<file path="config.mk">
export PLATFORM = sky130hd
export DESIGN_NAME = hpri_front
export DESIGN_NICKNAME = d
export VERILOG_FILES = /design/src/rtl/healpix_ring_pixel_index_defines.svh /design/src/rtl/hpri_pkg.sv /design/src/rtl/hpri_front.sv
export SDC_FILE = /design/constraint.sdc
export NUM_CORES = 1
export LEC_CHECK = 0
export BUFFER_PORTS_ARGS = -buffer_cell sky130_fd_sc_hd__buf_2
export CAP_MARGIN = 20
export CORE_ASPECT_RATIO = 1.2
export CORE_MARGIN = 5
export CORE_UTILIZATION = 25
export DETAILED_ROUTE_END_ITERATION = 16
export PLACE_DENSITY = 0.95
export SLEW_MARGIN = 20
export SYNTH_ARGS = -nofsm -noshare
export SYNTH_HDL_FRONTEND = slang
export SYNTH_SLANG_ARGS = --single-unit
</file>
<file path="constraint.sdc">
create_clock -name vclk -period 1.76
set_input_delay 0.176 -clock vclk [all_inputs]
set_output_delay 0.176 -clock vclk [all_outputs]
set_load 0.1 [all_outputs]
</file>
<file path="src/rtl/healpix_ring_pixel_index_defines.svh">
// Assertion helpers for the ring pixel index block.
`ifndef HEALPIX_RING_PIXEL_INDEX_DEFINES_SVH
`define HEALPIX_RING_PIXEL_INDEX_DEFINES_SVH

// Same-cycle implication, sampled on the block clock, off during reset.
`define HPRI_CHECK(lbl, ante, cons, msg) \
    lbl: assert property (@(posedge i_clk) disable iff (!i_rst_n) (ante) |-> (cons)) \
        else $error(msg);

// Next-cycle implication, sampled on the block clock, off during reset.
`define HPRI_CHECK_NEXT(lbl, ante, cons, msg) \
    lbl: assert property (@(posedge i_clk) disable iff (!i_rst_n) (ante) |=> (cons)) \
        else $error(msg);

`endif

</file>
<file path="src/rtl/hpri_pkg.sv">
package hpri_pkg;

    localparam int ANGLE_BITS   = 24;
    localparam int NSIDE_W      = 14;
    localparam int NSIDE_MAX    = 8192;
    localparam int CORDIC_ITERS = 30;
    localparam int CORDIC_W     = 34;
    localparam int SQRT_STEPS   = 30;
    localparam int Z_ONE        = 1073741824;
    localparam int QUEUE_DEPTH  = 4;
    localparam int QPTR_W       = $clog2(QUEUE_DEPTH);
    localparam int QCNT_W       = QPTR_W + 1;

    localparam logic signed [CORDIC_W-1:0] CORDIC_GAIN_INV = 34'sd652032874;

    // atan(2^-i) with 2^30 standing for a quarter turn.
    localparam logic signed [CORDIC_W-1:0] ARC_TAB [CORDIC_ITERS] = '{
        34'sh20000000, 34'sh12E4051E, 34'sh09FB385B, 34'sh051111D4, 34'sh028B0D43,
        34'sh0145D7E1, 34'sh00A2F61E, 34'sh00517C55, 34'sh0028BE53, 34'sh00145F2F,
        34'sh000A2F98, 34'sh000517CC, 34'sh00028BE6, 34'sh000145F3, 34'sh0000A2FA,
        34'sh0000517D, 34'sh000028BE, 34'sh0000145F, 34'sh00000A30, 34'sh00000518,
        34'sh0000028C, 34'sh00000146, 34'sh000000A3, 34'sh00000051, 34'sh00000029,
        34'sh00000014, 34'sh0000000A, 34'sh00000005, 34'sh00000003, 34'sh00000001
    };

    typedef enum logic [1:0] {
        REGION_NORTH = 2'd0,
        REGION_BELT  = 2'd1,
        REGION_SOUTH = 2'd2
    } t_region;

    typedef struct packed {
        logic [ANGLE_BITS-1:0] ra;
        logic [31:0]           ang;
        logic [NSIDE_W-1:0]    n;
    } t_item;

    typedef struct packed {
        logic [ANGLE_BITS-1:0] ra;
        logic [NSIDE_W-1:0]    n;
        logic [CORDIC_W-1:0]   y;
    } t_zitem;

    typedef struct packed {
        logic full;
        logic empty;
    } t_qstat;

    function automatic logic [NSIDE_W-1:0] nside_eff(input logic [NSIDE_W-1:0] v);
        logic [NSIDE_W-1:0] r;
        if (v == '0) begin
            r = NSIDE_W'(1);
        end else if (v > NSIDE_W'(NSIDE_MAX)) begin
            r = NSIDE_W'(NSIDE_MAX);
        end else begin
            r = v;
        end
        return r;
    endfunction

endpackage

</file>
<file path="src/rtl/hpri_front.sv">
module hpri_front import hpri_pkg::*; (
    input  logic                  i_start,
    input  logic [ANGLE_BITS-1:0] i_ra_turn,
    input  logic [ANGLE_BITS:0]   i_dec_quarter,
    input  logic [NSIDE_W-1:0]    i_nside,
    input  t_qstat                i_qstat,
    output logic                  o_push,
    output t_item                 o_item
);

    localparam logic signed [ANGLE_BITS:0] D_MAX = $signed({2'b01, {(ANGLE_BITS-1){1'b0}}});
    localparam logic signed [ANGLE_BITS:0] D_MIN = -D_MAX;
    localparam int SHL = (ANGLE_BITS <= 31) ? (31 - ANGLE_BITS) : 0;
    localparam int SHR = (ANGLE_BITS > 31) ? (ANGLE_BITS - 31) : 0;

    logic signed [ANGLE_BITS:0] dec_c;
    logic signed [33:0]         dec_ext;

    always_comb begin
        // Declinations past either pole sit on the pole.
        if ($signed(i_dec_quarter) > D_MAX) begin
            dec_c = D_MAX;
        end else if ($signed(i_dec_quarter) < D_MIN) begin
            dec_c = D_MIN;
        end else begin
            dec_c = $signed(i_dec_quarter);
        end
        dec_ext     = 34'(dec_c);
        o_item.ra   = i_ra_turn;
        o_item.ang  = 32'((dec_ext <<< SHL) >>> SHR);
        o_item.n    = nside_eff(i_nside);
        o_push      = i_start && !i_qstat.full;
    end

endmodule

</file>
==> results.yml <==
power:
  power.density_nw_per_um2: 723.9
  max-vdd-ir-drop_mv: 0.3449
  p_leak_nw: 0.6063
timing:
  hold_viol: 0
  final.min_clock_period_ns: 1.404
  clock.fmax_mhz: 712.4
  fin_ws_ns: 0.3563
  timing.final.crit_share_pct: 79.76
  setup_viol: 0
  tns_ns: 0
  rsz0062_at_grt: "false"
  holdWs_ns: 0.3520
  drv_slew: 0
worst_hold_path:
  hold_class: "input pin to primary output"
run_status:
  status: "completed"
place:
  gp_congestion: 0.7596
  post-dp-hpwl_um: 2266
  place_ws_ns: 0.3560
  portBuffers: 81
floorplanning:
  die_w_um: 54.04
  fp-row-count: 19
  die_y_um: 62.85
  die_area_sq_um: 3396
  initial_utilization_pct: 25.76
  io_pins: 137
  coreArea_sq_um: 2258
routing:
  antenna_left: 0
  drt_pass1_iterations: 3
  drc_errors: 0
  avgRoutedWirePerCell_um: 14.53
  route.vias.total: 696
  drtIter0Drc: 2
  wirelength_um: 2412
  vias_per_cell: 4.193
synth:
  syn_area_per_cell_sq_um: 7.010
  ys_seq_area_share_pct: 0
  netlist_instances: 83
  yosysUniqueCellTypes: 13
  ys_warn_count: 0
  netlist_area_sq_um: 581.8
global_routing:
  grt_usage_pct: 12.39
  grt_overflow: 0
  antenna_found_initial: 0
  first_global_vias: 652
  grt_max_degree: 24
  grt_pass1_wl_um: 3263
cells_and_area:
  seqCellArea_sq_um: 0
  final_core_util_pct: 53.91
  diodes: 0
  areaGrowthSynthToFinish_pct: 109.2
  nClkBuffers: 0
  design.seq.count: 0
  final_nets: 203
  drive_gt1_share_pct: 70.37
setup_path:
  crit_path_top_delay_cell: "nor4_4"
  critPathMaxStageDelay_ns: 0.30
  path_cells: "buf_2 -> nor4_4 -> a41oi_1 -> nor2b_1 -> buf_12"
  cp_data_arrival_time_ns: 1.23
  required_ns: 1.58
  cp_max_fo: 2
  cp-end-kind: "primary output"
  cp-start-kind: "input pin"
  critPathKind: "input pin to primary output"
flow_run:
  cap_violations: 0
clock_tree:
  hold_buffers: 0
  postCtsSetupBuffers: 0
  ctsResizeCount: 0
## cell families after synthesis
logic type / synth area share [%]
xor gates and xnor gates: 2.796
and+or+nand+nor: 49.25
other: 0.6445
AOI/OAI and AO/OA: 3.011
buffers and inverters: 44.30
## cell usage after synthesis
| library cell | number | area share (%) |
|---|---|---|
| buf_4 | 31 | 40 |
| and2_1 | 23 | 25 |
| nor2b_1 | 13 | 14 |
| clkbuf_1 | 3 | 1.9 |
| a41oi_1 | 2 | 3.0 |
| buf_2 | 2 | 1.7 |
| nor2_1 | 2 | 1.3 |
| nor4_4 | 2 | 7.3 |
| conb_1 | 1 | 0.64 |
| inv_1 | 1 | 0.64 |
| nor3_1 | 1 | 0.86 |
| or2_1 | 1 | 1.1 |
| xnor2_2 | 1 | 2.8 |
## worst max-delay path: cells and delay by family
kind,cells,cell delay [ns]
and+or+nand+nor,2,0.53
AOI/OAI and AO/OA,1,0.18
buffers and inverters,2,0.33
## power by group
| group | switching, W | leakage [nW] | internal, W |
|---|---|---|---|
| Sequential | 0 | 0 | 0 |
| Combinational | 0.000628 | 0.606 | 0.000253 |
| Clock | 0 | 0 | 0 |
| Total | 0.000628 | 0.606 | 0.000253 |
## placed cells by master, fill, tap and decap left out
master,n
a41oi_1,2
and2_1,23
buf_12,26
buf_2,55
buf_4,1
conb_1,7
inv_1,1
nor2_1,1
nor2_2,1
nor2b_1,4
nor2b_2,9
nor3_1,1
nor4_4,2
or2_1,1
xnor2_2,1
## layer usage
layer | track usage, % | up-vias | share of wire (%)
li1 | - | 320 | -
met1 | 10.13 | 306 | 24
met2 | 25.00 | 56 | 54
met3 | 4.057 | 14 | 19
met4 | 4.361 | 0 | 2.6
met5 | 0 | - | 0
## layout make-up
type,instances,area [sq um]
Fill cell,203,1041
Timing Repair Buffer,82,803.3
Tap cell,31,38.79
Multi-Input combinational cell,52,371.6
Inverter,1,3.754
## metrics by stage
stage / area (sq um) / std cells / power [W]
2_1_floorplan: 629.4 / 89 / 0.0008648
3_3_place_gp: 1217 / 166 / 0.0008755
3_5_place_dp: 1217 / 166 / 0.0008856
4_1_cts: 1217 / 166 / 0.0008863
5_1_grt: 1217 / 166 / 0.0009051
6_report: 1217 / 166 / 0.0008813
## path summary, 6_finish.rpt
check	endpoint	depth (start not counted)	start
setup / recovery	o_item[4]	5	i_nside[8]
hold / removal	o_item[59]	0	i_ra_turn[13]
Power figures use the tool's default switching activity.
