==> config.mk <==
export PLATFORM = sky130hd
export DESIGN_NAME = hpri_queue
export DESIGN_NICKNAME = d
export VERILOG_FILES = /design/src/rtl/healpix_ring_pixel_index_defines.svh /design/src/rtl/hpri_pkg.sv /design/src/rtl/hpri_queue.sv
export SDC_FILE = /design/constraint.sdc
export NUM_CORES = 1
export LEC_CHECK = 0
export ABC_CLOCK_PERIOD_IN_PS = 3000
export BUFFER_PORTS_ARGS = -buffer_cell sky130_fd_sc_hd__buf_2
export CAP_MARGIN = 20
export CORE_MARGIN = 2
export CORE_UTILIZATION = 59
export CTS_BUF_LIST = sky130_fd_sc_hd__clkbuf_4
export DETAILED_ROUTE_END_ITERATION = 10
export PLACE_DENSITY = 0.91
export SYNTH_ARGS = -nofsm -noshare
export SYNTH_HDL_FRONTEND = slang
export SYNTH_SLANG_ARGS = --single-unit
==> constraint.sdc <==
create_clock -name i_clk -period 3 [get_ports i_clk]
set_clock_uncertainty 0.05 [all_clocks]
set_input_delay 0.3 -clock i_clk [delete_from_list [all_inputs] [get_ports i_clk]]
set_output_delay 0.3 -clock i_clk [all_outputs]
set_load 0.02 [all_outputs]
==> src/rtl/healpix_ring_pixel_index_defines.svh <==
// Assertion helpers for the ring pixel index block.
`ifndef HEALPIX_RING_PIXEL_INDEX_DEFINES_SVH
`define HEALPIX_RING_PIXEL_INDEX_DEFINES_SVH

// Same-cycle implication, sampled on the block clock, off during reset.
`define HPRI_CHECK(lbl, ante, cons, msg) \
    lbl: assert property (@(posedge i_clk) disable iff (!i_rst_n) (ante) |-> (cons)) \
        else $error(msg);

// Next-cycle implication, sampled on the block clock, off during reset.
`define HPRI_CHECK_NEXT(lbl, ante, cons, msg) \
    lbl: assert property (@(posedge i_clk) disable iff (!i_rst_n) (ante) |=> (cons)) \
        else $error(msg);

`endif

==> src/rtl/hpri_pkg.sv <==
package hpri_pkg;

    localparam int ANGLE_BITS   = 24;
    localparam int NSIDE_W      = 14;
    localparam int NSIDE_MAX    = 8192;
    localparam int CORDIC_ITERS = 30;
    localparam int CORDIC_W     = 34;
    localparam int SQRT_STEPS   = 30;
    localparam int Z_ONE        = 1073741824;
    localparam int QUEUE_DEPTH  = 4;
    localparam int QPTR_W       = $clog2(QUEUE_DEPTH);
    localparam int QCNT_W       = QPTR_W + 1;

    localparam logic signed [CORDIC_W-1:0] CORDIC_GAIN_INV = 34'sd652032874;

    // atan(2^-i) with 2^30 standing for a quarter turn.
    localparam logic signed [CORDIC_W-1:0] ARC_TAB [CORDIC_ITERS] = '{
        34'sh20000000, 34'sh12E4051E, 34'sh09FB385B, 34'sh051111D4, 34'sh028B0D43,
        34'sh0145D7E1, 34'sh00A2F61E, 34'sh00517C55, 34'sh0028BE53, 34'sh00145F2F,
        34'sh000A2F98, 34'sh000517CC, 34'sh00028BE6, 34'sh000145F3, 34'sh0000A2FA,
        34'sh0000517D, 34'sh000028BE, 34'sh0000145F, 34'sh00000A30, 34'sh00000518,
        34'sh0000028C, 34'sh00000146, 34'sh000000A3, 34'sh00000051, 34'sh00000029,
        34'sh00000014, 34'sh0000000A, 34'sh00000005, 34'sh00000003, 34'sh00000001
    };

    typedef enum logic [1:0] {
        REGION_NORTH = 2'd0,
        REGION_BELT  = 2'd1,
        REGION_SOUTH = 2'd2
    } t_region;

    typedef struct packed {
        logic [ANGLE_BITS-1:0] ra;
        logic [31:0]           ang;
        logic [NSIDE_W-1:0]    n;
    } t_item;

    typedef struct packed {
        logic [ANGLE_BITS-1:0] ra;
        logic [NSIDE_W-1:0]    n;
        logic [CORDIC_W-1:0]   y;
    } t_zitem;

    typedef struct packed {
        logic full;
        logic empty;
    } t_qstat;

    function automatic logic [NSIDE_W-1:0] nside_eff(input logic [NSIDE_W-1:0] v);
        logic [NSIDE_W-1:0] r;
        if (v == '0) begin
            r = NSIDE_W'(1);
        end else if (v > NSIDE_W'(NSIDE_MAX)) begin
            r = NSIDE_W'(NSIDE_MAX);
        end else begin
            r = v;
        end
        return r;
    endfunction

endpackage

==> src/rtl/hpri_queue.sv <==
module hpri_queue import hpri_pkg::*; (
    input  logic   i_clk,
    input  logic   i_rst_n,
    input  logic   i_push,
    input  t_item  i_item,
    output logic   o_valid,
    output t_item  o_item,
    output t_qstat o_stat
);

    t_item             r_mem [QUEUE_DEPTH];
    logic [QPTR_W-1:0] r_wr;
    logic [QPTR_W-1:0] r_rd;
    logic [QCNT_W-1:0] r_cnt;
    logic              pop;

    // The back end never stalls, so the head leaves as soon as it is there.
    assign pop          = (r_cnt != '0);
    assign o_valid      = pop;
    assign o_item       = r_mem[r_rd];
    assign o_stat.empty = (r_cnt == '0);
    assign o_stat.full  = (r_cnt == QCNT_W'(QUEUE_DEPTH));

    always_ff @(posedge i_clk) begin
        if (!i_rst_n) begin
            r_wr  <= '0;
            r_rd  <= '0;
            r_cnt <= '0;
        end else begin
            if (i_push) begin
                r_wr <= r_wr + QPTR_W'(1);
            end
            if (pop) begin
                r_rd <= r_rd + QPTR_W'(1);
            end
            r_cnt <= r_cnt + QCNT_W'(i_push) - QCNT_W'(pop);
        end
    end

    always_ff @(posedge i_clk) begin
        if (i_push) begin
            r_mem[r_wr] <= i_item;
        end
    end

endmodule

==> flow_summary_export.csv <==
group,metric,value,unit
synth,syn-cell-area,10600,um^2
drt,drt_first_pass_iters,4,
cells_and_area,drive_gt1_frac,0.461,
floorplan,dieWidth,138,um
global_routing,first_global_vias,5980,
drt,finalWirelength,20600,um
floorplan,die_height,138,um
timing,fmax,0.372,GHz
synth,yosysSeqAreaShare,0.807,
critical_path,worstPathArrival,2340,ps
timing,fin_ws,312,ps
placement,post-place-ws,783,ps
critical_path,r2r_start,"r_cnt[1]",
critical_path,crit_end,"o_item[33]",
cts,insertion_delay,650,ps
critical_path,critPathBufInv,2,
critical_path,criticalPathCategory,"register to primary output",
timing,tightest_slew,681,ps
critical_path,cp_slowest_cell,"dfxtp_4",
global_routing,grt_use_total,0.223,
critical_path,crit_path_start_kind,"register",
cells_and_area,area_delta_synth_final,24.9,%
pwr,ir_worst_vdd,0.758,mV
drt,routedWlPerCell,21.2,um
cts,clk_pin_slew,60,ps
hold_path,hold_depth,3,
floorplan,num_rows,49,
timing,setup_viol_count_final,0,
critical_path,cp.depth,3,
pwr,power.density,838,nW/um^2
timing,slew_headroom,0.546,
synth,synth_top_area_cell,"edfxtp_1",
critical_path,r2r-end,"r_cnt[2]",
global_routing,grt_max_degree,47,
synth,synthCells,410,
critical_path,required,2650,ps
critical_path,cp_top_family,"flip-flops",
cts,cts.sinks,289,
cells_and_area,num-nets-final,773,
cts,cts_setup_buffers,0,
critical_path,reg2reg_depth,7,
synth,syn-num-nets,490,
global_routing,grt_pass1_wl,31900,um
synth,synth.area.top_cells,"edfxtp_1 79%, mux4_2 15%, dfxtp_1 1.7%",
critical_path,slowest_delay,650,ps
critical_path,critPathCaptureType,"primary output",
synth,ys_warn_count,0,
floorplan,start_util,0.596,
synth,synth_edf_count,280,
critical_path,critical_path.max_fanout,22,
synth,ys_top_cells_by_count,"280 x edfxtp_1, 70 x mux4_2, 9 x dfxtp_1",
pwr,leakagePower,4.69,nW
floorplan,core,17800,um^2
run_status,status,"completed",
cts,ctsHtreeMaxLevel,3,
floorplan,fp.dieArea,19100,um^2
run,max_cap_viol_count,0,
synth,postSynth.asyncResetShare,0,
timing,grt_setup_unrepaired,"no",
hold_path,hold_class,"input pin to register",
cts,cts_buffer_depth,3,
synth,ys_types,22,
synth,synth_top_area_frac,0.790,
timing,period_share,0.896,
drt,via_count,5329,
global_routing,antenna_found_initial,2,
synth,synth_flop_cell,"edfxtp_1",
drt,route.detailed.drc,0,
synth,synth_area_per_cell,25.9,um^2
timing,period_minus_slack,2690,ps
drt,drtIter0Drc,346,
drt,ant_nets,0,
timing,finalHoldViolations,0,
synth,synth.most_common_cell,"edfxtp_1",
cts,root_buffer,"clkbuf_4",
timing,final.setup.tns,0,ps
placement,routabilityCongestion,0.702,
floorplan,ios,146,
placement,numPortBuffers,145,
global_routing,grt_remaining_overflow,0,
placement,dpl.cell_count,778,
cts,cts_made_buffers,70,
synth,synth_seq_cells,289,
timing,drv_slew,0,
placement,dp_hpwl,11500,um
cells_and_area,final_cells,971,
critical_path,rrSetupSlack,700,ps
critical_path,cp_cell_sequence,"buf_4 > mux4_2 > buf_2",
cts,cts_tree,"built",
drt,viasPerCell,5.49,
==> how the worst min path moves through the flow <==
stage	startpoint	end
2_1_floorplan	i_item[0]	r_mem[0][0]
3_5_place_dp	r_rd[1]	register
3_3_place_gp	r_rd[1]	register
5_1_grt	i_push	r_wr[0]
6_report	i_push	r_cnt[0]
4_1_cts	i_push	r_cnt[0]
==> cells by family after synthesis <==
logic type,count (synthesis),share of synthesized area
DFF,289,0.807
muxes,72,0.150
buffers and inverters,23,0.0203
and+or+nand+nor,16,0.00941
adders and majority gates,7,0.00894
xor gates and xnor gates,2,0.00294
AOI/OAI and AO/OA,1,0.000824
==> cell usage in the layout, fill, tap and decap left out, types with 3 or more instances in the layout <==
cell and count:
and2_1 4, and2_4 4, buf_12 7, buf_2 145
buf_4 3, bufinv_16 3, clkbuf_4 104, clkinv_1 9
dfxtp_1 7, dlygate4sd3_1 72, edfxtp_1 280, ha_1 6
inv_1 7, mux4_2 70
==> per-layer routing <==
layer,GRT usage,up-vias,part of all wire
met1,0.266,2716,0.38
li1,-,2368,-
met5,0,-,0
met4,0.103,0,0.024
met2,0.381,206,0.54
met3,0.0655,39,0.058
==> worst register-to-register path, stage by stage, from the launching register on <==
cell and delay, ps:
dfxtp_1 350, or3_1 470, ha_1 320, inv_1 50, ha_1 190, fa_1 400, xnor3_1 190, and2_1 170
==> layout make-up <==
type                       instances  area (um^2)
sequential                       289         8600
clock buffer                     104          781
timing repair buffer             227         1610
fill                             961         4560
multi-input combinational         98         1840
antenna                            2         5.00
clock inverter                    15          140
inverter                           7         26.3
tap                              229          287
==> report_power, final <==
group | total (mW) | internal [mW] | switching [mW]
combinational | 2.91 | 1.37 | 1.54
clock | 3.30 | 1.84 | 1.46
sequential | 4.92 | 4.67 | 0.252
==> registers in the layout, summed over array words and instances (netlist names), named ones only <==
signal,flops
r_rd,2
r_wr,2
r_mem,280
r_cnt,3
==> per-stage QoR <==
stage | utilization | total power, mW | hold slack [ps] | cell area [um^2]
2_1_floorplan | - | 7.09 | 349 | 10600
3_5_place_dp | 0.652 | 7.86 | 420 | 11600
6_report | 0.745 | 11.1 | 63.6 | 13300
4_1_cts | 0.744 | 11.2 | 15.5 | 13300
5_1_grt | 0.745 | 11.6 | 42.2 | 13300
3_3_place_gp | 0.652 | 7.76 | 397 | 11600
==> repair_timing <==
item | in CTS | in global routing
hold endpoints to repair | 289 | 0
hold buffers | 72 | 0
endpoints found under the setup margin | 0 | 0
resized for setup | 0 | 0
No activity file was read; power rests on OpenSTA's default activity.
